$ cat config.mk
export PLATFORM = sky130hd
export DESIGN_NAME = smcp_lane
export DESIGN_NICKNAME = d
export VERILOG_FILES = /design/src/rtl/core/stereo_mixer_with_clip_playback_unit_assert.svh /design/src/rtl/core/smcp_pkg.sv /design/src/rtl/core/smcp_lane.sv
export SDC_FILE = /design/constraint.sdc
export NUM_CORES = 2
export LEC_CHECK = 0
export BUFFER_PORTS_ARGS = -buffer_cell sky130_fd_sc_hd__buf_4
export CORE_UTILIZATION = 49
export DETAILED_ROUTE_END_ITERATION = 16
export GPL_TIMING_DRIVEN = 0
export PLACE_DENSITY_LB_ADDON = 0.3
export SLEW_MARGIN = 20
export SYNTH_ARGS = -nofsm -noshare
export SYNTH_HDL_FRONTEND = slang
export SYNTH_SLANG_ARGS = --single-unit
$ cat constraint.sdc
create_clock -name clk -period 13.55 [get_ports clk]
set_input_delay 3.3875 -clock clk [delete_from_list [all_inputs] [get_ports clk]]
set_output_delay 3.3875 -clock clk [all_outputs]
set_load 0.02 [all_outputs]
$ cat src/rtl/core/stereo_mixer_with_clip_playback_unit_assert.svh
// Assertion macros shared by the stereo mixer RTL.
// No dependencies; expects clk and rst in the scope of use.
`ifndef STEREO_MIXER_WITH_CLIP_PLAYBACK_UNIT_ASSERT_SVH
`define STEREO_MIXER_WITH_CLIP_PLAYBACK_UNIT_ASSERT_SVH

// same-cycle implication
`define SMCP_CHECK(lbl, ante, cons, msg) \
  lbl: assert property (@(posedge clk) disable iff (rst) (ante) |-> (cons)) else $error(msg);

// next-cycle implication
`define SMCP_CHECK_NEXT(lbl, ante, cons, msg) \
  lbl: assert property (@(posedge clk) disable iff (rst) (ante) |=> (cons)) else $error(msg);

`endif

$ cat src/rtl/core/smcp_pkg.sv
// Package for the stereo mixer with clip playback: constants, beat types, op codes.
// No dependencies.
package smcp_pkg;

  localparam int NUM_CLIPS   = 8;
  localparam int CLIP_BITS   = 3;
  localparam int CLIP_FRAMES = 65536;
  localparam int FRAME_BITS  = 16;
  localparam int LEN_BITS    = FRAME_BITS + 1;
  localparam int SAMPLE_BITS = 24;
  localparam int GAIN_BITS   = 16;
  localparam int FRAC_BITS   = 12;
  localparam int STORE_ADDR_BITS = CLIP_BITS + FRAME_BITS;
  localparam int STORE_DEPTH = NUM_CLIPS * CLIP_FRAMES;
  localparam int PROD_BITS   = SAMPLE_BITS + GAIN_BITS + 1;
  localparam int SUM_BITS    = PROD_BITS + 1;

  localparam logic [GAIN_BITS-1:0] GAIN_UNITY = GAIN_BITS'(1 << FRAC_BITS);

  localparam logic signed [SAMPLE_BITS-1:0] SAT_MAX = {1'b0, {(SAMPLE_BITS-1){1'b1}}};
  localparam logic signed [SAMPLE_BITS-1:0] SAT_MIN = {1'b1, {(SAMPLE_BITS-1){1'b0}}};

  localparam logic [1:0] OP_LOAD    = 2'd0;
  localparam logic [1:0] OP_TRIGGER = 2'd1;
  localparam logic [1:0] OP_MIC     = 2'd2;

  localparam int REG_MIC_GAIN  = 0;
  localparam int REG_CLIP_GAIN = 1;
  localparam int REG_IDX_BITS  = 1;

  typedef logic signed [SAMPLE_BITS-1:0] sample_t;

  typedef struct packed {
    logic [1:0]            op;
    logic [CLIP_BITS-1:0]  clip_number;
    logic [FRAME_BITS-1:0] frame_address;
    logic                  last_frame;
    sample_t               left_sample;
    sample_t               right_sample;
  } item_beat_t;

  typedef struct packed {
    sample_t mixed_left;
    sample_t mixed_right;
    logic    still_playing;
  } result_beat_t;

  typedef struct packed {
    sample_t left;
    sample_t right;
  } frame_t;

endpackage

$ cat src/rtl/core/smcp_lane.sv
// One mixing lane: two gain products, rounding and hard clip, two register stages.
// Depends on smcp_pkg.
module smcp_lane (
  input  logic                            clk,
  input  logic                            en,
  input  smcp_pkg::sample_t               mic,
  input  smcp_pkg::sample_t               clip,
  input  logic                            use_clip,
  input  logic [smcp_pkg::GAIN_BITS-1:0]  mic_gain,
  input  logic [smcp_pkg::GAIN_BITS-1:0]  clip_gain,
  output smcp_pkg::sample_t               mixed
);
  import smcp_pkg::*;

  localparam logic signed [SUM_BITS-1:0] ROUND_HALF = SUM_BITS'(1 << (FRAC_BITS - 1));

  logic signed [PROD_BITS-1:0] prod_mic;
  logic signed [PROD_BITS-1:0] prod_clip;
  sample_t                     clip_sel;
  logic signed [SUM_BITS-1:0]  sum;
  logic signed [SUM_BITS-1:0]  quo;

  assign clip_sel = use_clip ? clip : '0;

  always_ff @(posedge clk) begin
    if (en) begin
      prod_mic  <= mic * $signed({1'b0, mic_gain});
      prod_clip <= clip_sel * $signed({1'b0, clip_gain});
    end
  end

  assign sum = SUM_BITS'(prod_mic) + SUM_BITS'(prod_clip) + ROUND_HALF;
  assign quo = sum >>> FRAC_BITS;

  always_ff @(posedge clk) begin
    if (en) begin
      if (quo > SUM_BITS'(SAT_MAX)) begin
        mixed <= SAT_MAX;
      end else if (quo < SUM_BITS'(SAT_MIN)) begin
        mixed <= SAT_MIN;
      end else begin
        mixed <= quo[SAMPLE_BITS-1:0];
      end
    end
  end

endmodule

==> flow_metrics.py <==
metrics = {
    "drt": {
        "vias": 25500,
        "ant_nets": 0,
        "first_pass_iters": 6,
        "drtIter0Drc": 2036,
        "wire_per_inst_um": 18.7,
        "drt-total-wl_mm": 88.9,
        "via_per_inst": 5.37,
        "drc": 0,
    },
    "clocking": {
        "cts_tree": "yes",
        "post_cts_buffers": 0,
        "cts_resized": 0,
        "cts.hold.buffers_added": 0,
        "cts_buffers": 9,
        "path_clk_slew_ns": 0.08,
        "cts_max_path_buffers": 2,
        "cts-root-buf": "clkbuf_16",
        "cts-htree-levels": 3,
        "cts_num_sinks": 106,
        "worst_skew_pair.late_latency_ns": 0.37,
    },
    "critical_path": {
        "reg2reg_slack_ns": 8.72,
        "start_kind": "primary input",
        "cp_max_fo": 10,
        "crit_path_start": "use_clip",
        "crit_slowest_cell": "a31oi_1",
        "cpLargestDelayFamily": "adder cells",
        "critical_path.endpoint_type": "register",
        "slowest_delay_ns": 0.61,
        "crit_chain": "buf_4, clkbuf_1, and2_1, clkbuf_1, nand2_1, fa_1, fa_1, fa_1, fa_1, inv_1, fa_1, inv_1, fa_1, inv_1, ha_1, and3_1, nor3b_1, o21ai_0, a31oi_1, a221oi_1, nor3_1, nor2_1, a211o_1, xnor2_1",
        "critPathKind": "in -> reg",
        "required_ns": 13.67,
        "cp.buffers_inverters": 6,
        "cp.arrival_ns": 11.12,
        "reg2reg_from": "prod_clip[22]$_DFFE_PP_",
        "crit_top_cell": "fa_1",
    },
    "global_routing": {
        "grtUsageMet2_pct": 42.2,
        "grt-ovfl-total": 0,
        "met3_usage_pct": 3.93,
        "grt-busiest-layer": "met2",
        "grt_max_degree": 107,
        "grt_pass1_vias": 26600,
        "grtUsageTotal_pct": 26.5,
        "antenna_found_initial": 4,
        "grt_pass1_wl_mm": 143,
        "grt_use_met1_pct": 37.1,
    },
    "die": {
        "die_w_um": 266,
        "die-area_mm2": 0.0707,
        "initial_core_util_pct": 49.7,
        "rows": 96,
        "die_h_um": 266,
        "ios": 107,
        "core_mm2": 0.0687,
    },
    "placed_design": {
        "postPlaceCellArea_mm2": 0.0361,
        "place_inst": 4731,
        "place.gp.congestion": 0.969,
        "io_buffer_count": 106,
        "post-dp-hpwl_mm": 76.1,
    },
    "min_path": {
        "hp-start": "prod_mic[15]$_DFFE_PP_",
        "hp-class": "reg -> reg",
    },
    "finish": {
        "final_cell_mix": "inv_1 (927), fa_1 (754), nand2_1 (517)",
        "layout-drive-gt1-share_pct": 4.45,
        "utilization_pct": 53.0,
        "fin_cells": 4750,
        "stdcell_area_mm2": 0.0364,
        "syn2layout_area_growth_pct": 6.69,
        "nets": 4929,
        "final_common_cell": "inv_1",
    },
    "yosys": {
        "yosysTopAreaCell": "fa_1",
        "ys_top_cells_by_area": "fa_1 (44%), ha_1 (10%), inv_1 (10%), edfxtp_1 (9.3%), nand2_1 (5.7%)",
        "yosysUniqueCellTypes": 74,
        "syn_avg_cell_area_um2": 9.24,
        "syn_area_mm2": 0.0341,
        "synth_top_cell_area_share_pct": 44.2,
        "synth_top_flop_cell": "edfxtp_1",
        "yosysSeqAreaShare_pct": 9.33,
        "ys_seq_elements": 106,
        "synth-edff-count": 106,
        "yosys_warnings": 0,
        "synth_nets": 4812,
        "syn-instance-count": 3694,
        "async_flop_share_pct": 0,
    },
    "sta": {
        "tns_ns": 0,
        "drv_slew": 0,
        "worst_pin_slew_ns": 0.988,
        "clock_skew_ns": 0.0101,
        "layout_min_cycle_time_ns": 11.00,
        "fin_crit_sh_pct": 81.2,
        "hold_viol": 0,
        "slew_headroom_pct": 34.2,
        "fmaxAchievable_mhz": 90.9,
        "rsz0062_at_grt": "no",
        "setup_viol": 0,
    },
    "outcome": {
        "status": "completed",
    },
    "run": {
        "drv_cap": 0,
    },
}
-- worst reg2reg max path: stages, from the launching register on --
cell      delay, ns
edfxtp_1       0.41
ha_1           0.29
ha_1           0.27
clkbuf_1       0.28
nand2_1        0.16
nor4_1         0.45
o211ai_1       0.43
a21oi_1        0.31
o21ai_1        0.18
and4_1         0.26
o21a_1         0.20
nor2_1         0.66
buf_2          0.46
o22ai_2        0.21
-- cell families (layout without fill, tap and decap cells) --
group,count (synthesis),after routing,share of synthesized area [%]
AOI/OAI and AO/OA,342,342,6.96
adders and majority gates,1035,1035,54.5
muxes,2,2,0.0623
buffers and inverters,1079,1201,12.0
other,0,3,0
xor gates and xnor gates,97,97,2.49
and+or+nand+nor,1033,1033,14.6
DFF,106,106,9.33
-- path summary, 6_finish.rpt --
kind | to | depth (start not counted)
min reg2reg | mixed[3]$_SDFFCE_PN1P_ | 4
max | prod_clip[39]$_DFFE_PP_ | 24
min | mixed[3]$_SDFFCE_PN1P_ | 4
max reg2reg | mixed[13]$_SDFFCE_PN1P_ | 13
-- routing by layer --
layer,part of all wire [%],vias to the layer above
met3,7.3,190
met4,3.8,0
met5,0,-
met2,47,884
li1,-,11400
met1,42,13000
-- area by class of cell --
cell class / count / area [um^2]
buffer: 152 / 621
timing repair buffer: 106 / 800
fill: 6459 / 32300
sequential: 106 / 3180
clock buffer: 9 / 225
multi-input combinational: 2509 / 26800
inverter: 927 / 3480
clock inverter: 7 / 83.8
antenna: 3 / 7.51
tap: 931 / 1160
-- per-stage QoR --
step	hold WS, ns	setup slack (ns)
6_report	1.00	2.55
5_1_grt	1.08	2.18
4_1_cts	1.01	2.71
3_5_place_dp	0.998	2.34
3_3_place_gp	0.991	2.37
2_1_floorplan	0.859	4.08
-- cells in the mapped netlist (46+ instances only) --
master and count:
edfxtp_1 106, a21oi_1 96, nand2_1 517, clkbuf_1 141, o21ai_0 52, a21o_1 46, inv_1 927, xnor2_1 66
nor2_1 74, and2_1 183, and3_1 166, ha_1 281, fa_1 754
-- flip-flops by register name, indices dropped and copies added (netlist names) --
| register | flops |
|---|---|
| mixed | 24 |
| prod_clip | 41 |
| prod_mic | 41 |
Power is not shown: default switching activity piles up to over one toggle a cycle in this logic, so the estimate is an artifact.
